**src/rtl/bqeq_ram.sv**
```systemverilog
// Generic single-write, single-read RAM with registered read data.
// No dependencies.
module bqeq_ram #(
  parameter int WIDTH = 8,
  parameter int DEPTH = 16
) (
  input  logic                                      clk_i,
  input  logic                                      we_i,
  input  logic [(DEPTH > 1 ? $clog2(DEPTH) : 1)-1:0] waddr_i,
  input  logic [WIDTH-1:0]                          wdata_i,
  input  logic                                      re_i,
  input  logic [(DEPTH > 1 ? $clog2(DEPTH) : 1)-1:0] raddr_i,
  output logic [WIDTH-1:0]                          rdata_o
);

  logic [WIDTH-1:0] mem_q [DEPTH];

  always_ff @(posedge clk_i) begin
    if (we_i) begin
      mem_q[waddr_i] <= wdata_i;
    end
  end

  always_ff @(posedge clk_i) begin
    if (re_i) begin
      rdata_o <= mem_q[raddr_i];
    end
  end

endmodule

```
**config.mk**
```make
export PLATFORM = sky130hd
export DESIGN_NAME = bqeq_ram
export DESIGN_NICKNAME = d
export VERILOG_FILES = /design/src/rtl/bqeq_ram.sv
export SDC_FILE = /design/constraint.sdc
export NUM_CORES = 1
export LEC_CHECK = 0
export BUFFER_PORTS_ARGS = -buffer_cell sky130_fd_sc_hd__buf_2
export CORE_MARGIN = 1
export CORE_UTILIZATION = 55
export CTS_CLUSTER_SIZE = 28
export DETAILED_ROUTE_END_ITERATION = 8
export GPL_ROUTABILITY_DRIVEN = 1
export GPL_TIMING_DRIVEN = 1
export HOLD_SLACK_MARGIN = 0.1
export MAX_ROUTING_LAYER = met4
export PLACE_DENSITY_LB_ADDON = 0.2
export SKIP_CTS_REPAIR_TIMING = 1
export SLEW_MARGIN = 20
export SYNTH_ARGS = -nofsm -noshare
export SYNTH_HDL_FRONTEND = slang
export SYNTH_SLANG_ARGS = --single-unit
```
**constraint.sdc**
```tcl
create_clock -name clk_i -period 4.25 [get_ports clk_i]
set_input_delay 0.425 -clock clk_i [delete_from_list [all_inputs] [get_ports clk_i]]
set_output_delay 0.425 -clock clk_i [all_outputs]
set_load 0.005 [all_outputs]
```
Yosys cells after proc, flatten, opt, wreduce, memory -nomap -nowiden
Memory sizes are Yosys's and may differ from the RTL's. A register that Yosys moved wholly into a read port is not among the register bits.
Index checks and enable logic that the tools add are counted.
{ "totals": {"register_bits": 0, "mem_bits_rw": 128, "in_bits": 19, "elab_cells": 3, "n_memories": 1} }
{ "mem_list": {"columns": ["name", "words", "width", "read_ports", "rd_ports_with_merged_regs", "wr", "line", "rtl"], "rows": [
  ["mem_q", 16, 8, 1, 1, 1, "16", "logic [WIDTH-1:0] mem_q [DEPTH];"]
]} }
{ "op_classes": {"n_mux": 2} }
{ "ops": {"columns": ["operator", "n"], "rows": [
  ["2-to-1 mux 1 bit", 2]
]} }

Depth between registers and ports, before layout
Gate-level depths: netlist of run 1.
{ "depth": {"ltp_word": 2, "depth_mapped": 5} }

Worst setup path after synthesis of run 1
No wires, ideal clock.
{ "synth_path": {"path_type": "input-to-reg", "startpoint": "input port waddr_i[2] (netlist name)", "endpoint": "memory mem_q[0][0], enable pin", "setup_ps": 383, "arrival_time_ps": 1535, "t_required_ps": 3867, "path_slack_ps": 2332, "path_stages": 2, "cell_sequence": "or3b_2 > nor3_1"} }
{ "synth_lines": {"columns": ["element", "line", "rtl"], "rows": [
  ["start, declared", "9", "input logic [(DEPTH > 1 ? $clog2(DEPTH) : 1)-1:0] waddr_i,"],
  ["end, declared", "16", null]
]} }
No word-level cell before the write port.

==> results of run 1 <==
-- final timing paths --
path	start	end	slack, ps	depth (start not counted)
hold / removal	wdata_i[3]	mem_q[15][3]$_DFFE_PP_	290	1
hold reg to reg	mem_q[15][1]$_DFFE_PP_	rdata_o[1]$_DFFE_PP_	740	3
setup reg to reg	mem_q[8][7]$_DFFE_PP_	rdata_o[7]$_DFFE_PP_	2770	3
setup / recovery	raddr_i[0]	rdata_o[3]$_DFFE_PP_	2290	4
-- state kept, by name, summed over array words and instances (netlist names) --
register	count
mem_q	128
rdata_o	8
-- layout by cell type (no fill, tap or decap) --
cell and instances:
clkinv_2 2, and2b_1 1, buf_2 26, edfxtp_1 136, buf_4 3, nand2b_1 2
nand3b_1 2, nor2b_1 1, nor2_1 13, nor3_2 1, clkbuf_16 16, mux4_2 18
inv_6 1, clkinv_4 1, mux4_1 14, nand3_1 1, clkbuf_1 2, clkbuf_8 1
nand2_1 9, or3b_2 1, and2_1 1, clkinv_1 2, nor3_1 3, bufinv_16 4
clkinvlp_4 3, a22oi_1 16
-- cells by family after synthesis --
family	Yosys count
compound gates	16
buf+inv	10
flops	136
mux	32
simple gates	35
-- power by group --
part | switching (mW) | total [mW] | internal, mW
registers | 0.00808 | 1.52 | 1.51
clock network | 0.515 | 1.46 | 0.948
logic | 0.0736 | 0.126 | 0.0524
-- cell type report --
class	count	area (um2)
timing repair buffer	29	152.6
sequential	136	4084
tap	129	161.4
clock buffer	19	421.7
multi-input combinational	83	1062
clock inverter	13	177.7
fill	604	3181
-- critical path, cell delays in order --
cell	delay [ps]
buf_2	770
mux4_1	670
a22oi_1	270
nand2_1	80
-- routing by layer --
layer  global-route usage, %  vias up  wire length (um)
met2                   32.64       77              4708
met3                   5.130        7               580
met1                   29.79     1203              3918
met5                       -        -                 0
li1                        -     1059                 -
met4                   11.09        0                87
-- through the flow --
| step | setup slack, ps | instance area [um2] |
|---|---|---|
| 4_1_cts | 2209 | 6060 |
| 3_5_place_dp | 1666 | 5460 |
| 3_3_place_gp | 1662 | 5460 |
| 5_1_grt | 2141 | 6060 |
| 2_1_floorplan | 2332 | 5228 |
| 6_report | 2289 | 6060 |
-- cells in the mapped netlist (all sizes together), types with 2 or more instances --
cell type      instances  area share [%]
mux4                  32              15
nor2                  13            0.93
nand3b                 2            0.29
clkdlybuf4s25          3            0.57
edfxtp               136              78
nor3                   4            0.38
a22oi                 16             2.3
buf                    7             1.1
nand2                  9            0.65
nand2b                 2            0.24
==> results.py, run 1 <==
metrics = {
    "worst_setup_path": {
        "critPathMaxFanout": 32,
        "critPathLaunchType": "input port",
        "crit_arrival_ps": 2220,
        "critPathKind": "input port to flop",
        "cp.required_ps": 4510,
        "end_kind": "flop",
    },
    "cells_and_area": {
        "areaGrowthSynthToFinish_pct": 15.92,
        "final_util_pct": 65.58,
        "layout.cells.non_filler": 409,
        "fin_nets": 286,
        "diodes": 0,
        "layout-drive-gt1-share_pct": 27.50,
    },
    "synth": {
        "synth_edf_count": 136,
        "synth_top_family_by_area": "multiplexers",
        "synthAdderAreaFrac_pct": 0,
        "syn_nets": 248,
        "synth_mux_area_share_pct": 14.79,
        "synth.distinct_cells": 18,
        "synth_compound_area_share_pct": 2.298,
        "synth-seq-cells": 136,
        "synth-simple-area-share_pct": 3.135,
        "synth_ff_type": "edfxtp_1",
        "ys_seq_area_share_pct": 78.12,
        "synth_async_sr_flop_share_pct": 0,
        "synth_area_um2": 5228,
        "synthCells": 229,
        "synth_warnings": 0,
        "synth_xor_area_share_pct": 0,
        "avgSynthCellArea_um2": 22.83,
    },
    "clock_network": {
        "tritoncts": "done",
        "worstSkewPairLatency_ps": 510,
        "clock_path_buffers": 2,
        "cts.clk_slew.worst_paths_ps": 60,
        "cts_made_buffers": 17,
        "cts_max_level": 4,
        "clkSinkCount": 136,
        "root_buffer": "clkbuf_8",
    },
    "die": {
        "ios": 27,
        "core_area_um2": 9240,
        "die_width_um": 99.49,
        "die_y_um": 99.49,
        "dieArea_um2": 9898,
        "num_rows": 35,
        "start_util_pct": 56.57,
    },
    "power": {
        "peakVddDrop_uv": 305.5,
        "power_leakage_nw": 2.010,
        "total_power_mw": 3.108,
        "power.density_nw_per_um2": 513.0,
    },
    "detailed_routing": {
        "wl_per_cell_um": 22.72,
        "ant_nets": 0,
        "drcViolationCount": 0,
        "dr.pass1.iters": 4,
        "via_per_inst": 5.736,
        "vias": 2346,
        "drt_iter0_drc": 194,
        "routed_wl_um": 9294,
    },
    "placed_design": {
        "dpl.cell_count": 377,
        "dpl.hpwl_um": 5578,
        "place_congestion": 0.7022,
        "io_buffers": 26,
    },
    "timing": {
        "skew_ps": 8.474,
        "setup_violations": 0,
        "slew_violations": 0,
        "timing.hold.ws_ps": 290.1,
        "period_needed_ps": 1961,
        "finalCritPeriodShare_pct": 46.15,
        "rsz0062_at_grt": "false",
        "slew_headroom_pct": 31.08,
        "timing.setup.tns_ps": 0,
        "fmax_mhz": 509.8,
        "worst_slew_pin_slew_ps": 1034,
        "finalHoldViolations": 0,
    },
    "global_routing": {
        "antenna_found_initial": 0,
        "grt.total_usage_pct": 22.25,
        "grt_max_degree": 33,
        "grt_pass1_vias": 2438,
        "grt_pass1_wl_um": 14290,
        "grt_overflow": 0,
    },
    "min_path": {
        "hold_class": "input port to flop",
    },
    "run": {
        "maxCapViolations": 0,
    },
    "status": {
        "status": "finished, final reports clean",
    },
}
No activity file was read; power rests on OpenSTA's default activity.
==> inputs of run 2 (changes only) <==
- ABC_AREA: not set -> 1
- clock period: 4.25 -> 1.58 ns (I/O delays scaled with it)
==> results.py, run 2 <==
metrics = {
    "status": {
        "status": "finished, final reports clean",
    },
    "detailed_routing": {
        "drcViolationCount": 0,
        "via_per_inst": 5.235,
        "ant_nets": 0,
        "wl_per_cell_um": 17.17,
        "routed_wl_um": 12930,
        "vias": 3942,
        "dr.pass1.iters": 5,
        "drt_iter0_drc": 438,
    },
    "placed_design": {
        "io_buffers": 26,
        "place_congestion": 0.9609,
        "dpl.hpwl_um": 8362,
        "dpl.cell_count": 714,
    },
    "clock_network": {
        "root_buffer": "clkbuf_8",
        "clkSinkCount": 136,
        "cts.clk_slew.worst_paths_ps": 60,
        "worstSkewPairLatency_ps": 520,
        "tritoncts": "done",
        "cts_made_buffers": 17,
        "clock_path_buffers": 2,
        "cts_max_level": 4,
    },
    "power": {
        "power.density_nw_per_um2": 1147,
        "internal_power_mw": 6.105,
        "p_sw_mw": 1.662,
        "seqPwrFrac_pct": 52.7,
        "p_sw_share_pct": 21.40,
        "peakVddDrop_uv": 626.3,
        "p_comb_share_pct": 6.6,
        "power_frac_clock_pct": 40.7,
        "power_leakage_nw": 2.948,
    },
    "global_routing": {
        "use_met2_pct": 40.02,
        "grt_pass1_wl_um": 20210,
        "grt_overflow": 0,
        "grt_pass1_vias": 3756,
        "busiest_layer": "met2",
        "antenna_found_initial": 0,
        "gr-usage-met1_pct": 35.05,
        "use_met3_pct": 6.176,
        "grt.total_usage_pct": 26.40,
        "grt_max_degree": 44,
    },
    "run": {
        "maxCapViolations": 0,
    },
    "worst_setup_path": {
        "worst_path_largest_cell_delay_ps": 420,
        "r2r-start": "mem_q[1][7]$_DFFE_PP_",
        "startpoint": "rdata_o[5]$_DFFE_PP_",
        "critPathKind": "flop to primary output",
        "crit_arrival_ps": 1090,
        "crit_slowest_cell": "edfxtp_1",
        "critPathTopFamily": "flip-flops",
        "crit_chain": "buf_2",
        "path_buf_inv": 1,
        "critPathLaunchType": "flop",
        "end_kind": "primary output",
        "cp.required_ps": 1420,
        "reg2reg_slack_ps": 460,
        "critPathMaxFanout": 1,
    },
    "synth": {
        "synthCells": 551,
        "avgSynthCellArea_um2": 10.61,
        "yosys-top-cells-count": "nand2_1, edfxtp_1, inv_1",
        "synth_top_area_share_pct": 69.85,
        "synth_edf_count": 136,
        "synth_warnings": 0,
        "yosys.area.top_type": "edfxtp_1",
        "synth_ff_type": "edfxtp_1",
        "ys_seq_area_share_pct": 69.85,
        "synthTopCellsByArea": "edfxtp_1, nand2_1, nand3_1",
        "synth-seq-cells": 136,
        "syn_nets": 570,
        "yosysMostFrequentCell": "nand2_1",
        "synth_async_sr_flop_share_pct": 0,
        "synth.distinct_cells": 11,
        "synth_area_um2": 5847,
    },
    "timing": {
        "rsz0062_at_grt": "false",
        "setup_violations": 0,
        "slew_violations": 0,
        "worst_slew_pin_slew_ps": 584.5,
        "fmax_mhz": 801.6,
        "finalHoldViolations": 0,
        "slew_headroom_pct": 60.98,
        "finalCritPeriodShare_pct": 78.96,
        "period_needed_ps": 1248,
        "skew_ps": 6.751,
        "timing.setup.tns_ps": 0,
    },
    "cells_and_area": {
        "multi_input_comb_area_um2": 1214,
        "fin_nets": 626,
        "top_register": "mem_q",
        "final_util_pct": 65.59,
        "top_regs": "mem_q: 128 flops, rdata_o: 8 flops",
        "final_cell_mix": "nand2_1, edfxtp_1, inv_1",
        "layout.cells.non_filler": 753,
        "final_common_cell": "nand2_1",
        "layout-drive-gt1-share_pct": 12.16,
        "diodes": 0,
        "fillers": 814,
        "regArea_um2": 4084,
        "areaGrowthSynthToFinish_pct": 15.81,
        "largest_reg_flops": 128,
    },
    "die": {
        "core_area_um2": 10320,
        "dieArea_um2": 11050,
        "start_util_pct": 56.64,
        "die_y_um": 105.1,
        "num_rows": 37,
        "die_width_um": 105.1,
        "ios": 27,
    },
    "min_path": {
        "hold_class": "input port to flop",
        "holdCritStartpoint": "raddr_i[2]",
    },
}
-- run 2: cell types whose count changed in the layout (fill, tap and decap cells not counted), sizes merged, moves of 3 or more --
cell         change
nand2          +164
inv            +101
nand3           +96
mux4            -32
buf             +22
a22oi           -16
dlygate4sd3     +10
bufinv           -4
nor2             +4
nor3             -4
clkbuf           +3
clkinvlp         -3
-- run 2: power groups by stage --
stage	clock (mW)	sequential, mW	combinational, mW
floorplan	0	4.16	0.285
global placement	0	4.16	0.488
detailed placement	0	4.17	0.496
CTS	3.20	4.09	0.499
global route	3.37	4.10	0.567
finish	3.16	4.09	0.514
-- run 2: kinds of logic (layout without fill, tap and decap cells) --
kind of cell           after synthesis  in the layout  share of synthesized area, %
buffers and inverters              126            192                         9.394
and+or+nand+nor                    289            289                         20.76
DFF                                136            136                         69.85
-- run 2: area by class of cell --
cell class	instances	area share [%]
Timing Repair Buffer	61	6.726
Sequential cell	136	60.31
Clock inverter	7	0.4804
Multi-Input combinational cell	289	17.92
Clock buffer	22	6.393
Tap cell	136	2.513
Inverter	102	5.654
-- run 2: worst register-to-register path: stages, from the launching register on --
cell,delay [ps]
edfxtp_1,360
inv_1,60
nand2_1,40
nand3_1,100
nand3_1,140
nand3_1,120
nand2_1,50
-- run 2: metal layers --
layer  part of all wire, %  wire length (um)
met1                    42              5422
met3                   7.9              1016
met4                   1.8               229
met2                    48              6257
met5                     0                 0
-- run 2: worst paths after layout --
check	to	cells past startpoint
min	rdata_o[7]$_DFFE_PP_	4
max	rdata_o[5]	1
min reg2reg	rdata_o[7]$_DFFE_PP_	6
max reg2reg	rdata_o[7]$_DFFE_PP_	6
-- run 2: stage by stage --
| stage | hold WS [ps] | instance area, um2 | total power [mW] | setup slack (ps) |
|---|---|---|---|---|
| global route | 162.9 | 6771 | 8.030 | 288.0 |
| global placement | 538.0 | 6206 | 4.652 | 169.2 |
| finish | 163.7 | 6771 | 7.768 | 332.5 |
| detailed placement | 540.3 | 6206 | 4.663 | 158.4 |
| floorplan | 256.9 | 5847 | 4.445 | 471.2 |
| CTS | -5.223 | 6671 | 7.796 | 301.6 |
==> inputs of run 3 (changes only) <==
- clock period: 1.58 -> 1.1 ns (I/O delays scaled with it)
==> results.py, run 3 (synthesized netlist as in run 2, its figures left out) <==
metrics = {
    "placed_design": {
        "dpl.hpwl_um": 8729,
        "place_congestion": 0.8367,
        "io_buffers": 26,
        "dpl.cell_count": 724,
    },
    "detailed_routing": {
        "drcViolationCount": 0,
        "wl_per_cell_um": 18.03,
        "drt_iter0_drc": 386,
        "ant_nets": 0,
        "dr.pass1.iters": 5,
        "vias": 4081,
        "via_per_inst": 5.328,
        "routed_wl_um": 13810,
    },
    "timing": {
        "period_needed_ps": 1232,
        "post-route-worst-setup-slack_ps": -131.7,
        "slew_headroom_pct": 71.23,
        "skew_ps": 8.309,
        "finalHoldViolations": 0,
        "finalCritPeriodShare_pct": 112.0,
        "timing.setup.tns_ps": -535.3,
        "worst_slew_pin_slew_ps": 431.1,
        "slew_violations": 0,
        "setup_violations": 8,
        "fmax_mhz": 811.9,
        "rsz0062_at_grt": "true",
    },
    "clock_network": {
        "clock_path_buffers": 2,
        "root_buffer": "clkbuf_8",
        "cts_max_level": 4,
        "cts_made_buffers": 17,
        "clkSinkCount": 136,
        "tritoncts": "done",
        "worstSkewPairLatency_ps": 530,
        "cts.clk_slew.worst_paths_ps": 60,
    },
    "die": {
        "die_y_um": 105.1,
        "core_area_um2": 10320,
        "num_rows": 37,
        "dieArea_um2": 11050,
        "die_width_um": 105.1,
        "ios": 27,
        "start_util_pct": 56.64,
    },
    "cells_and_area": {
        "diodes": 0,
        "top_register": "mem_q",
        "largest_reg_flops": 128,
        "areaGrowthSynthToFinish_pct": 21.89,
        "fillers": 787,
        "final_cell_mix": "nand2_1, edfxtp_1, inv_1",
        "layout.cells.non_filler": 766,
        "final_util_pct": 69.03,
        "layout-drive-gt1-share_pct": 19.05,
        "final_common_cell": "nand2_1",
        "top_regs": "mem_q: 128 flops, rdata_o: 8 flops",
        "fin_nets": 638,
    },
    "global_routing": {
        "grt_max_degree": 29,
        "grt_pass1_vias": 3884,
        "antenna_found_initial": 0,
        "grt_pass1_wl_um": 21270,
        "grt.total_usage_pct": 27.51,
        "grt_overflow": 0,
    },
    "worst_setup_path": {
        "critPathMaxFanout": 1,
        "critPathLaunchType": "flop",
        "critPathTopFamily": "flip-flops",
        "end_kind": "primary output",
        "crit_arrival_ps": 1120,
        "crit_slowest_cell": "edfxtp_1",
        "cp.required_ps": 990,
        "crit_chain": "buf_2",
        "critPathKind": "flop to primary output",
        "path_buf_inv": 1,
        "worst_path_largest_cell_delay_ps": 430,
    },
    "status": {
        "violations": "negative setup slack",
        "status": "finished with violations",
    },
    "power": {
        "power.density_nw_per_um2": 1620,
        "peakVddDrop_uv": 1005,
        "power_leakage_nw": 3.098,
    },
    "run": {
        "maxCapViolations": 0,
    },
    "min_path": {
        "hold_class": "input port to flop",
    },
}
==> run 3: cell types whose count changed in the layout (fill, tap and decap cells not counted), moves of 2 or more <==
cell | before | now
nand2_2 | 0 | 7
buf_12 | 3 | 8
dlygate4sd3_1 | 10 | 12
nand2_1 | 173 | 166
nand3_2 | 0 | 31
clkinv_1 | 2 | 6
buf_4 | 22 | 27
nand3_1 | 97 | 66
clkinv_2 | 5 | 1
==> run 3: per-stage QoR <==
stage	area [um2]	power [mW]	hold WS [ps]	worst slack, ps
finish	7127	11.54	212.5	-131.7
global route	7127	11.87	245.4	-142.6
CTS	6834	11.48	-47.46	-144.2
detailed placement	6344	6.753	500.6	-212.3
global placement	6344	6.731	500.1	-183.8
floorplan	5847	6.384	208.9	39.16
==> run 3: area by class of cell <==
type	instances	area, um2	area share, %
clock buffer	22	432.9	6.074
clock inverter	8	57.56	0.8076
inverter	102	382.9	5.372
multi-input combinational	289	1386	19.45
sequential	136	4084	57.30
tap	136	170.2	2.388
timing repair buffer	73	613.1	8.603
==> run 3: where the power goes <==
part | switching, mW | internal [mW]
Sequential | 0.0357 | 5.84
Clock | 1.88 | 2.91
Combinational | 0.556 | 0.318
Total | 2.47 | 9.07
==> run 3: worst paths after layout <==
check	slack, ps	cells after the start	endpoint	startpoint
hold / removal	210	4	mem_q[10][6]$_DFFE_PP_	waddr_i[1]
setup / recovery	-130	1	rdata_o[2]	rdata_o[2]$_DFFE_PP_
hold reg to reg	750	6	rdata_o[2]$_DFFE_PP_	mem_q[13][2]$_DFFE_PP_
setup reg to reg	10	6	rdata_o[6]$_DFFE_PP_	mem_q[5][6]$_DFFE_PP_
==> run 3: layer usage <==
layer  wire length, um  up-vias  GRT usage [%]  part of all wire [%]
li1                  -     1913              -                     -
met1              5804     1972          35.64                    42
met2              6716      167          42.48                    49
met3               905       29          5.552                   6.6
met4               381        0          12.07                   2.8
met5                 0        -              -                     0
==> run 3: worst min-delay path, delay by kind of cell <==
kind          cells  cell delay (ps)
buf+inv           2              280
simple gates      2              210
