==> src/rtl/bqeq_pkg.sv <==
// Shared types and constants for the biquad peaking EQ cascade.
// No dependencies; imported by bqeq_mac, the top level and the bench.
package bqeq_pkg;

  localparam int CHANNELS    = 8;
  localparam int BANDS       = 5;
  localparam int SAMPLE_BITS = 24;

  localparam int CH_W       = 3;
  localparam int COEF_BITS  = 16;
  localparam int COEF_FRAC  = 13;
  localparam int HIST_DEPTH = CHANNELS * BANDS;
  localparam int ADDR_W     = (HIST_DEPTH > 1) ? $clog2(HIST_DEPTH) : 1;
  localparam int BAND_W     = (BANDS > 1) ? $clog2(BANDS) : 1;

  // product of a sample and a coefficient; five of them summed need 3 more bits
  localparam int PROD_W = SAMPLE_BITS + COEF_BITS;
  localparam int ACC_W  = PROD_W + 3;

  // configuration port
  localparam int NUM_REGS = 7;
  localparam int REG_W    = 64;
  localparam int PADDR_W  = $clog2(NUM_REGS * 8);

  typedef logic signed [SAMPLE_BITS-1:0] sample_t;
  typedef logic signed [COEF_BITS-1:0]   coef_t;

  typedef struct packed {
    coef_t a2;
    coef_t b2;
    coef_t b1;
    coef_t b0;
  } coef_set_t;

  // one history word per channel and band
  typedef struct packed {
    sample_t x1;
    sample_t x2;
    sample_t y1;
    sample_t y2;
  } hist_t;

  typedef struct packed {
    logic clr;
    logic mul_en;
    logic sub;
  } mac_ctrl_t;

endpackage

==> src/rtl/bqeq_mac.sv <==
// Shared multiply-accumulate unit: registered product, then add or subtract.
// Depends on bqeq_pkg.
module bqeq_mac (
  input  logic                                clk_i,
  input  logic                                rst_ni,
  input  bqeq_pkg::mac_ctrl_t                 ctrl_i,
  input  logic signed [bqeq_pkg::SAMPLE_BITS-1:0] a_i,
  input  logic signed [bqeq_pkg::COEF_BITS-1:0]   b_i,
  output logic signed [bqeq_pkg::ACC_W-1:0]       acc_o
);
  import bqeq_pkg::*;

  logic signed [PROD_W-1:0] prod_q;
  logic                     add_q, sub_q;
  logic signed [ACC_W-1:0]  acc_q;

  always_ff @(posedge clk_i) begin
    if (ctrl_i.mul_en) begin
      prod_q <= a_i * b_i;
    end
  end

  always_ff @(posedge clk_i or negedge rst_ni) begin
    if (!rst_ni) begin
      add_q <= 1'b0;
      sub_q <= 1'b0;
      acc_q <= '0;
    end else begin
      add_q <= ctrl_i.mul_en;
      sub_q <= ctrl_i.sub;
      priority if (ctrl_i.clr) begin
        acc_q <= '0;
      end else if (add_q) begin
        acc_q <= sub_q ? acc_q - ACC_W'(prod_q) : acc_q + ACC_W'(prod_q);
      end
    end
  end

  assign acc_o = acc_q;

endmodule

==> config.mk <==
export PLATFORM = sky130hd
export DESIGN_NAME = bqeq_mac
export DESIGN_NICKNAME = d
export VERILOG_FILES = /design/src/rtl/bqeq_pkg.sv /design/src/rtl/bqeq_mac.sv
export SDC_FILE = /design/constraint.sdc
export NUM_CORES = 1
export LEC_CHECK = 0
export BUFFER_PORTS_ARGS = -buffer_cell sky130_fd_sc_hd__buf_2
export CAP_MARGIN = 40
export CORE_UTILIZATION = 26
export DETAILED_ROUTE_END_ITERATION = 16
export GPL_TIMING_DRIVEN = 0
export MAX_ROUTING_LAYER = met4
export SLEW_MARGIN = 20
export SYNTH_ARGS = -nofsm -noshare
export SYNTH_HDL_FRONTEND = slang
export SYNTH_SLANG_ARGS = --single-unit
==> constraint.sdc <==
create_clock -name clk_i -period 7 [get_ports clk_i]
set_clock_uncertainty 0.1 [all_clocks]
set_input_delay 1.05 -clock clk_i [delete_from_list [all_inputs] [get_ports clk_i]]
set_output_delay 1.05 -clock clk_i [all_outputs]
set_load 0.1 [all_outputs]
Yosys cells after proc, flatten, opt, wreduce, memory -nomap -nowiden
Cells that the tools add are included.
Cells by class
  $add $sub $neg: 2
  multipliers: 1
  muxes and demuxes: 3
  reduce and logical (&&, ||, !) cells: 1
Operator list (count)
  2-to-1 mux 43 bit: 3
  adder 43 x 40 -> 43 bit: 1
  subtractor 43 x 40 -> 43 bit: 1
  multiplier 24 x 16 -> 40 bit: 1
  nonzero test 2 bit: 1
Storage, ports and cells
  register bits: 85
  input port bits: 45
  logic and storage cells: 11

Longest topological paths before layout
Gate-level depths: netlist of the first run.
  word-level depth: 4
  mapped depth: 25
  depth with buffers taken out: 24

Least setup slack after synthesis of the first run
Ideal clock, no wire load.
  path type: input-to-reg
  start: input port a_i[23] (netlist name)
  end: register prod_q[39], data pin
  data arrival time: 6.957 ns
  required time: 6.640 ns
  slack: -0.317 ns
  stages: 23
  path through: clkbuf_1 > nand2_1 > inv_1 > fa_1 > inv_1 > fa_1 > inv_1 > fa_1 > fa_1 > fa_1 > inv_1 > fa_1 > inv_1 > ha_1 > a21o_1 > a21o_1 > a21o_1 > or2_2 > a2111oi_0 > o21ai_0 > a41o_1 > a21oi_1 > xnor2_1
On the way
  word-level cells in the longest chain between the ends: 1
Ends and longest elaborated chain
  start: declaration: RTL line bqeq_mac.sv:7  | input logic signed [bqeq_pkg::SAMPLE_BITS-1:0] a_i,
  multiplier 24 x 16 -> 40 bit: RTL line bqeq_mac.sv:19  | prod_q <= a_i * b_i;
  end signal: assignment: RTL line bqeq_mac.sv:19
  end: declaration: RTL line bqeq_mac.sv:13  | logic signed [PROD_W-1:0] prod_q;
No other way between the ends.
A chain may end at the register's enable or synchronous reset.

Worst setup path after layout of the first run
  start: input port b_i[12] (netlist name)
  end: register prod_q[39], data pin
On the way
  word-level cells in the longest chain between the ends: 1
Ends and longest elaborated chain
  start: declaration: RTL line bqeq_mac.sv:8  | input logic signed [bqeq_pkg::COEF_BITS-1:0] b_i,
  multiplier 24 x 16 -> 40 bit: RTL line bqeq_mac.sv:19
No other way between the ends.

==> results_dict.tcl, run 1 <==
set metrics [dict create \
    slew_headroom_pct 49.5 \
    synth_area_leader_cell "fa_1" \
    synth-seq-area-share_pct 11.7 \
    hold_viol 0 \
    instances_no_fill 3296 \
    core-area_um2 74900 \
    period_share_pct 98.1 \
    rows 100 \
    first_pass_iters 7 \
    syn_nets 2775 \
    place_congestion 0.923 \
    cp_slowest_cell "fa_1" \
    synth.top_cell.area_share_pct 37.8 \
    grt_usage_pct 15.0 \
    postSynthAreaPerCell_um2 8.97 \
    ctsHoldBuffers 0 \
    placed_area_um2 21600 \
    fin_ws_ns 0.131 \
    cp.buffers_inverters 5 \
    netlist_instances 2214 \
    max-cap-violations 0 \
    die_x_um 278 \
    hp-class "reg -> reg" \
    crit_required_ns 7.01 \
    r2r_start "prod_q[7]" \
    cpMostUsedCell "fa_1" \
    cts_max_path_buffers 2 \
    cp_max_fo 10 \
    clk_pin_slew_ns 0.06 \
    placed_cells_incl_taps 3271 \
    dp_worst_setup_slack_ns -1.05 \
    synthArstFlopShare_pct 52.9 \
    synthDistinctLibCells 66 \
    start_kind "primary input" \
    outcome "finished clean" \
    syn_area_um2 19900 \
    grt_pass1_vias 15684 \
    area_growth_pct 12.6 \
    grt_pass1_wl_um 87700 \
    overflow 0 \
    drc 0 \
    max_stage_delay_ns 0.59 \
    crit_chain "buf_2, buf_4, and2_1, fa_1, fa_1, fa_2, fa_1, fa_1, inv_1, fa_1, inv_1, ha_4, a21o_1, a21o_1, a21o_1, or2_4, a2111oi_4, buf_4, o21ai_4, a41o_1, a21oi_2, xnor2_1" \
    report.final.slew_viol_count 0 \
    io-pin-count 88 \
    critical_path_class "in -> reg" \
    ant_nets 0 \
    yosys_warnings 0 \
    whs_ns 0.423 \
    wl_per_cell_um 16.7 \
    via_per_inst 4.52 \
    netlist_top_cells_count "inv_1 (446), fa_1 (375), nand2_1 (266)" \
    hp-start "acc_o[40]" \
    synth_edf_count 40 \
    io_buffer_count 87 \
    ff2ff_setup_slack_ns 1.78 \
    yosys-top-cells-area "fa_1 (38%), ha_1 (8.9%), inv_1 (8.4%)" \
    num-nets-final 2876 \
    wirelength_um 55000 \
    fin_area_um2 22400 \
    grt_max_degree 42 \
    setup_viol 0 \
    critPathTopFamily "adder cells" \
    max_clock_freq_ghz 0.146 \
    die_area_um2 77500 \
    vias 14882 \
    synth-seq-cells 85 \
    ctsHtreeMaxLevel 3 \
    clk_latency_ns 0.37 \
    cts_inserted_buffers 9 \
    cts_root_buffer "clkbuf_16" \
    floorplan.initialDensity_pct 26.5 \
    min_period_ns 6.87 \
    ys.flop_type "dfrtp_1" \
    yosysMostFrequentCell "inv_1" \
    die_height_um 278 \
    worst_slew_pin_slew_ns 0.739 \
    critPathArrivalTime_ns 6.88 \
    post-dp-hpwl_um 47500 \
    clkSinkCount 85 \
    drt_iter0_markers 681 \
    worstSetupStartpoint "b_i[12]" \
    antenna_found_initial 7 \
    cts_tree "yes" \
    layout-drive-gt1-share_pct 8.88 \
    worstSetupEndpointType "register" \
]
-- registers in the layout (all words and copies together), names as in the netlist --
signal / cells
acc_o: 43
add_q: 1
prod_q: 40
sub_q: 1
-- worst reg2reg max path: cells and delay by family (launching register included) --
kind	cells	cell delay, ns
simple gates	7	2.27
compound gates	5	1.42
fa+ha+maj	1	0.28
xor+xnor	2	0.30
buf+inv	1	0.29
flops	1	0.44
-- stage by stage --
stage | setup TNS [ns] | utilization, %
3_3_place_gp | -12.48 | 28.7
5_1_grt | -0.0649 | 29.8
4_1_cts | 0 | 29.4
3_5_place_dp | -12.24 | 28.8
2_1_floorplan | 0 | -
6_report | 0 | 29.8
-- placed cells by master (no fill, tap or decap), drive strengths merged, types with 5 or more instances in the layout --
master	count
a211oi	16
a21o	27
a21oi	101
a31oi	14
a41oi	5
and2	154
and3	7
and4	5
buf	127
clkbuf	59
dfrtp	45
diode	7
edfxtp	40
fa	375
ha	141
inv	447
mux2i	26
nand2	267
nand2b	10
nand3	13
nand4	8
nor2	112
nor2b	13
nor3	26
o211ai	10
o21a	17
o21ai	57
o21bai	9
or3	6
xnor2	93
xor2	21
-- layout make-up --
class                           instances  area [µm²]
Multi-Input combinational cell       1598       15700
Clock inverter                          5        32.5
Sequential cell                        85        2330
Timing Repair Buffer                   95         544
Tap cell                              969        1210
Antenna cell                            7        17.5
Inverter                              446        1670
Clock buffer                           11         253
Fill cell                            7907       52600
Buffer                                 80         596
-- worst paths after layout --
| path | end | cells after the start |
|---|---|---|
| max in group asynchronous | acc_o[32] | 2 |
| setup / recovery | prod_q[39] | 22 |
| hold reg to reg | acc_o[40] | 2 |
| hold / removal | acc_o[40] | 2 |
| setup reg to reg | acc_o[40] | 16 |
| min in group asynchronous | acc_o[7] | 1 |
-- cell families after synthesis --
kind of cell / after synthesis / share of synthesized area, %
AOI/OAI and AO/OA: 292 / 9.29
xor gates and xnor gates: 114 / 5.03
adders and majority gates: 516 / 46.7
buffers and inverters: 531 / 10.0
DFF: 85 / 11.7
muxes: 29 / 1.48
and+or+nand+nor: 647 / 15.7
-- per-layer routing --
layer	global-route usage (%)	part of all wire (%)
met1	18.9	45
met2	23.4	45
met3	3.69	7.5
met4	4.86	3.1
met5	-	0
-- timing repair --
action / 4_1_cts / 5_1_grt
pin swaps: 2 / 12
setup endpoints to repair: 16 / 14
gates resized for setup: 87 / 134
endpoints found under the hold margin: 0 / 0
setup buffers: 2 / 4
Power of run 1 is left out: the tool's default activity adds up to more than one toggle a clock period on the data nets, which glitch-free logic cannot reach.
==> run 2: changes to the inputs <==
==> constraint.sdc (replaced) <==
create_clock -name clk_i -period 5.8 [get_ports clk_i]
set_clock_uncertainty 0.1 [all_clocks]
set_input_delay 0.87 -clock clk_i [delete_from_list [all_inputs] [get_ports clk_i]]
set_output_delay 0.87 -clock clk_i [all_outputs]
set_load 0.02 [all_outputs]
==> run 2 against run 1 <==
The run now ends with negative setup slack left; die area did not move; global-route usage rose by 0.66 points; setup slack worse by 0.83 ns; non-clock buffer count increased by 89; core utilization increased by 3.0 points; register-to-register slack worse by 1.2 ns; sequential share of layout area is 0.96 points lower; cell count up 2.5%; flip-flop and latch count stayed put.
==> results_dict.tcl, run 2 (synthesized netlist as in run 1, its figures left out) <==
set metrics [dict create \
    outcome "complete, but fails checks" \
    violations "negative setup slack" \
    whs_ns 0.349 \
    drt_iter0_markers 835 \
    max-cap-violations 0 \
    clk_pin_slew_ns 0.06 \
    area_growth_pct 23.9 \
    worst_slew_pin_slew_ns 0.790 \
    grt_max_degree 42 \
    overflow 0 \
    fin_area_um2 24600 \
    clk_latency_ns 0.35 \
    start_kind "primary input" \
    rsz0062_at_grt "yes" \
    place_congestion 0.943 \
    io-pin-count 88 \
    final_common_cell "inv_1" \
    hold_viol 0 \
    drc 0 \
    critical_path_class "in -> reg" \
    ctsHtreeMaxLevel 3 \
    clkSinkCount 85 \
    worstSetupEndpointType "register" \
    final.setup.tns_ns -10.45 \
    rows 100 \
    cp_max_fo 6 \
    die_area_um2 77500 \
    setup_viol 23 \
    cpMostUsedCell "fa_1" \
    slew_headroom_pct 47.4 \
    die_x_um 278 \
    crit_chain "buf_12, clkbuf_16, and2_4, fa_1, fa_2, fa_1, fa_1, fa_1, inv_2, fa_2, inv_2, ha_4, nand4_1, buf_4, nor2_1, nand2_1, o211ai_1, buf_4, buf_12, a41oi_4, a21oi_4, a41oi_2, xnor2_1" \
    core-area_um2 74900 \
    post-dp-hpwl_um 47600 \
    cts_max_path_buffers 2 \
    min_period_ns 6.49 \
    report.final.slew_viol_count 0 \
    cp_slowest_cell "fa_1" \
    largest_register_ffs 43 \
    period_share_pct 112 \
    io_buffer_count 87 \
    instances_no_fill 3378 \
    ctsHoldBuffers 0 \
    cts_tree "yes" \
    max_clock_freq_ghz 0.154 \
    max_stage_delay_ns 0.61 \
    crit_required_ns 5.80 \
    grt_usage_pct 15.6 \
    num-nets-final 2965 \
    via_per_inst 4.56 \
    final_cell_mix "inv_1 (426), fa_1 (347), nand2_1 (255), and2_1 (136), ha_1 (123)" \
    grt_pass1_vias 16263 \
    cts_inserted_buffers 9 \
    floorplan.initialDensity_pct 26.5 \
    placed_cells_incl_taps 3271 \
    grt_pass1_wl_um 91900 \
    wirelength_um 58500 \
    placed_area_um2 22000 \
    ant_nets 0 \
    wl_per_cell_um 17.3 \
    first_pass_iters 5 \
    vias 15400 \
    antenna_found_initial 0 \
    cts_root_buffer "clkbuf_16" \
    n_antenna_cell 0 \
    layout-drive-gt1-share_pct 17.2 \
    fin_ws_ns -0.694 \
    hp-class "in -> async" \
    critPathArrivalTime_ns 6.49 \
    die_height_um 278 \
]
-- run 2: layout make-up --
cell class,instances,area (µm²)
Clock inverter,5,51.3
Buffer,84,1210
Inverter,446,1670
Tap cell,969,1210
Timing Repair Buffer,180,1590
Multi-Input combinational cell,1598,16300
Fill cell,7545,50300
Sequential cell,85,2330
Clock buffer,11,233
-- run 2: critical path, delay by kind of cell --
family / cells / cell delay [ns]
and+or+nand+nor: 4 / 0.43
buffers and inverters: 7 / 0.81
xor gates and xnor gates: 1 / 0.15
AOI/OAI and AO/OA: 4 / 0.64
adders and majority gates: 7 / 3.58
-- run 2: worst paths after layout --
kind	from	to	slack (ns)	depth (start not counted)
setup reg to reg	prod_q[7]	acc_o[42]	0.63	19
hold / removal	rst_ni	acc_o[0]	0.35	1
setup / recovery	b_i[14]	prod_q[38]	-0.69	23
max in group asynchronous	rst_ni	acc_o[37]	4.74	2
min in group clk_i	acc_o[37]	acc_o[37]	0.43	2
hold reg to reg	acc_o[37]	acc_o[37]	0.43	2
-- run 2: timing repair --
| item | CTS | global route |
|---|---|---|
| endpoints found under the setup margin | 27 | 25 |
| setup buffers | 53 | 41 |
| gates resized for setup | 255 | 109 |
| cloned | 1 | 0 |
| pin swaps | 54 | 95 |
-- run 2: through the flow --
stage	setup slack, ns	utilization [%]
floorplan	-0.496	-
global placement	-1.52	29.4
detailed placement	-1.56	29.4
CTS	-0.675	32.0
global route	-0.860	32.8
finish	-0.694	32.8
-- run 2: per-layer routing --
metal	vias up	global-route usage, %	routed length (µm)
met5	-	-	0
met2	426	24.0	25900
met3	92	2.98	3970
met4	0	5.44	2120
met1	7602	20.5	26500
li1	7280	-	-
Power of run 2 is left out for the same reason.
==> run 3: changes to the inputs <==
--- a/config.mk
+++ b/config.mk
@@ -7,10 +7,11 @@
 export LEC_CHECK = 0
 export BUFFER_PORTS_ARGS = -buffer_cell sky130_fd_sc_hd__buf_2
 export CAP_MARGIN = 40
-export CORE_UTILIZATION = 26
+export CORE_UTILIZATION = 50
 export DETAILED_ROUTE_END_ITERATION = 16
 export GPL_TIMING_DRIVEN = 0
 export MAX_ROUTING_LAYER = met4
+export PLACE_DENSITY = 0.69
 export SLEW_MARGIN = 20
 export SYNTH_ARGS = -nofsm -noshare
 export SYNTH_HDL_FRONTEND = slang
==> run 3 against run 2 <==
Critical path type unchanged; setup slack worse by 0.020 ns; core utilization grew 29 points; fmax decreased by 0.31%; the flow still finishes with violations (negative setup slack); critical path depth stayed put; non-clock buffer count is 4 lower; highest routed layer unchanged; critical endpoint is now prod_q[39]; first-iteration DRC count is 29% higher.
==> results_dict.tcl, run 3 (synthesized netlist as in run 1, its figures left out) <==
set metrics [dict create \
    grt_usage_pct 29.5 \
    place_congestion 0.974 \
    critPathTopFamily "adder cells" \
    wirelength_um 56200 \
    ctsHoldBuffers 0 \
    clk_pin_slew_ns 0.06 \
    cts_root_buffer "clkbuf_16" \
    fin_ws_ns -0.714 \
    final_cell_mix "inv_1 (429), fa_1 (349), nand2_1 (252), and2_1 (139), ha_1 (123)" \
    drt_iter0_markers 1076 \
    die_x_um 201 \
    outcome "complete, but fails checks" \
    vias 16052 \
    slew_headroom_pct 51.4 \
    max_clock_freq_ghz 0.154 \
    critical_path_class "in -> reg" \
    cp_slowest_cell "fa_1" \
    area_growth_pct 20.4 \
    io-pin-count 88 \
    rsz0062_at_grt "yes" \
    die_height_um 201 \
    fin_area_um2 23900 \
    ant_nets 0 \
    first_pass_iters 7 \
    r2r_start "prod_q[21]" \
    cp_max_fo 10 \
    critPathArrivalTime_ns 6.50 \
    crit_required_ns 5.78 \
    setup_viol 24 \
    period_share_pct 112 \
    grt_max_degree 42 \
    post-dp-hpwl_um 44800 \
    cts_tree "yes" \
    cts_inserted_buffers 9 \
    largest_register_ffs 43 \
    max_stage_delay_ns 0.63 \
    worstSetupEndpointType "register" \
    via_per_inst 5.49 \
    io_buffer_count 87 \
    cp.buffers_inverters 6 \
    layout-drive-gt1-share_pct 16.8 \
    ctsHtreeMaxLevel 3 \
    final_common_cell "inv_1" \
    core-area_um2 38900 \
    violations "negative setup slack" \
    dp_worst_setup_slack_ns -1.54 \
    placed_area_um2 21500 \
    drc 0 \
    antenna_found_initial 0 \
    grt_pass1_wl_um 90100 \
    clk_latency_ns 0.35 \
    grt_pass1_vias 16805 \
    overflow 0 \
    cpMostUsedCell "fa_1" \
    floorplan.initialDensity_pct 51.0 \
    num-nets-final 2961 \
    report.final.slew_viol_count 0 \
    rows 72 \
    worst_slew_pin_slew_ns 0.729 \
    hp-class "in -> async" \
    min_period_ns 6.51 \
    hold_viol 0 \
    wl_per_cell_um 19.2 \
    crit_chain "buf_4, clkbuf_8, nand2_1, fa_1, inv_1, fa_1, fa_1, fa_1, fa_1, inv_1, fa_1, inv_2, ha_4, a21o_1, a21o_1, a21o_1, or2_4, a2111oi_4, buf_4, o21ai_4, a41o_1, a21oi_2, xnor2_1" \
    max-cap-violations 0 \
    cts_max_path_buffers 2 \
    ff2ff_setup_slack_ns 0.58 \
    worstReg2RegEnd "acc_o[42]" \
    n_antenna_cell 0 \
    start_kind "primary input" \
    fillers 3279 \
    reg2reg_depth 17 \
    die_area_um2 40500 \
    clkSinkCount 85 \
]
## run 3: changes by cell type in the layout (fill, tap and decap cells not counted), moves of 3 or more
cell / change
nand2_2: +3
clkbuf_1: -3
buf_12: -5
clkbuf_16: -3
nand2_1: -3
inv_2: -3
inv_1: +3
clkbuf_8: +12
o21ai_2: -4
a21oi_4: -3
and2_4: -3
and2_1: +3
## run 3: cell type report
cell class,instances,area [µm²],area share (%)
repair buffers,175,1520,6.37
flip-flops and latches,85,2330,9.73
clock inverters,3,65.1,0.272
plain buffers,85,1160,4.86
multi-input cells,1598,16200,67.9
well taps,518,648,2.71
inverters,446,1670,7.00
clock buffers,13,280,1.17
## run 3: timing repair
item | CTS | global route
pin swaps | 58 | 43
resized for setup | 231 | 80
setup buffers | 59 | 20
endpoints found under the setup margin | 26 | 26
cloned | 6 | 3
hold endpoints to repair | 0 | 0
## run 3: metrics by stage
step,hold slack [ns],setup TNS (ns),std cells,util (%)
2_1_floorplan,0.474,-3.93,2214,-
4_1_cts,0.322,-8.70,2901,60.3
3_5_place_dp,0.419,-27.43,2820,55.2
3_3_place_gp,0.405,-26.49,2819,55.1
6_report,0.318,-10.39,2923,61.4
5_1_grt,0.341,-14.14,2923,61.4
## run 3: how the worst max path moves through the flow
stage            endpoint     from  depth (start not counted)
6_report       prod_q[39]   b_i[9]                         23
5_1_grt        prod_q[39]   b_i[3]                         24
4_1_cts        prod_q[39]   b_i[3]                         24
3_5_place_dp   prod_q[39]  b_i[15]                         22
3_3_place_gp   prod_q[39]  b_i[15]                         22
2_1_floorplan  prod_q[39]   b_i[3]                         22
## run 3: worst reg2reg max path, stage by stage (launching register included)
cell	delay, ns
edfxtp_1	0.42
or4_1	0.57
or3_4	0.37
or4_4	0.45
nor3_4	0.23
nand2_1	0.11
nor2_1	0.23
a21oi_1	0.11
xnor2_1	0.21
ha_1	0.32
or2_2	0.33
o31ai_1	0.07
a21oi_1	0.11
a2111oi_0	0.56
o21bai_1	0.15
a21oi_1	0.20
mux2i_1	0.23
mux2_1	0.34
## run 3: metal layers
| metal | global-route usage, % | share of wire (%) |
|---|---|---|
| met2 | 46.4 | 46 |
| met5 | - | 0 |
| met1 | 38.3 | 42 |
| met4 | 11.9 | 4.6 |
| met3 | 4.63 | 7.8 |
Power of run 3 is left out for the same reason.
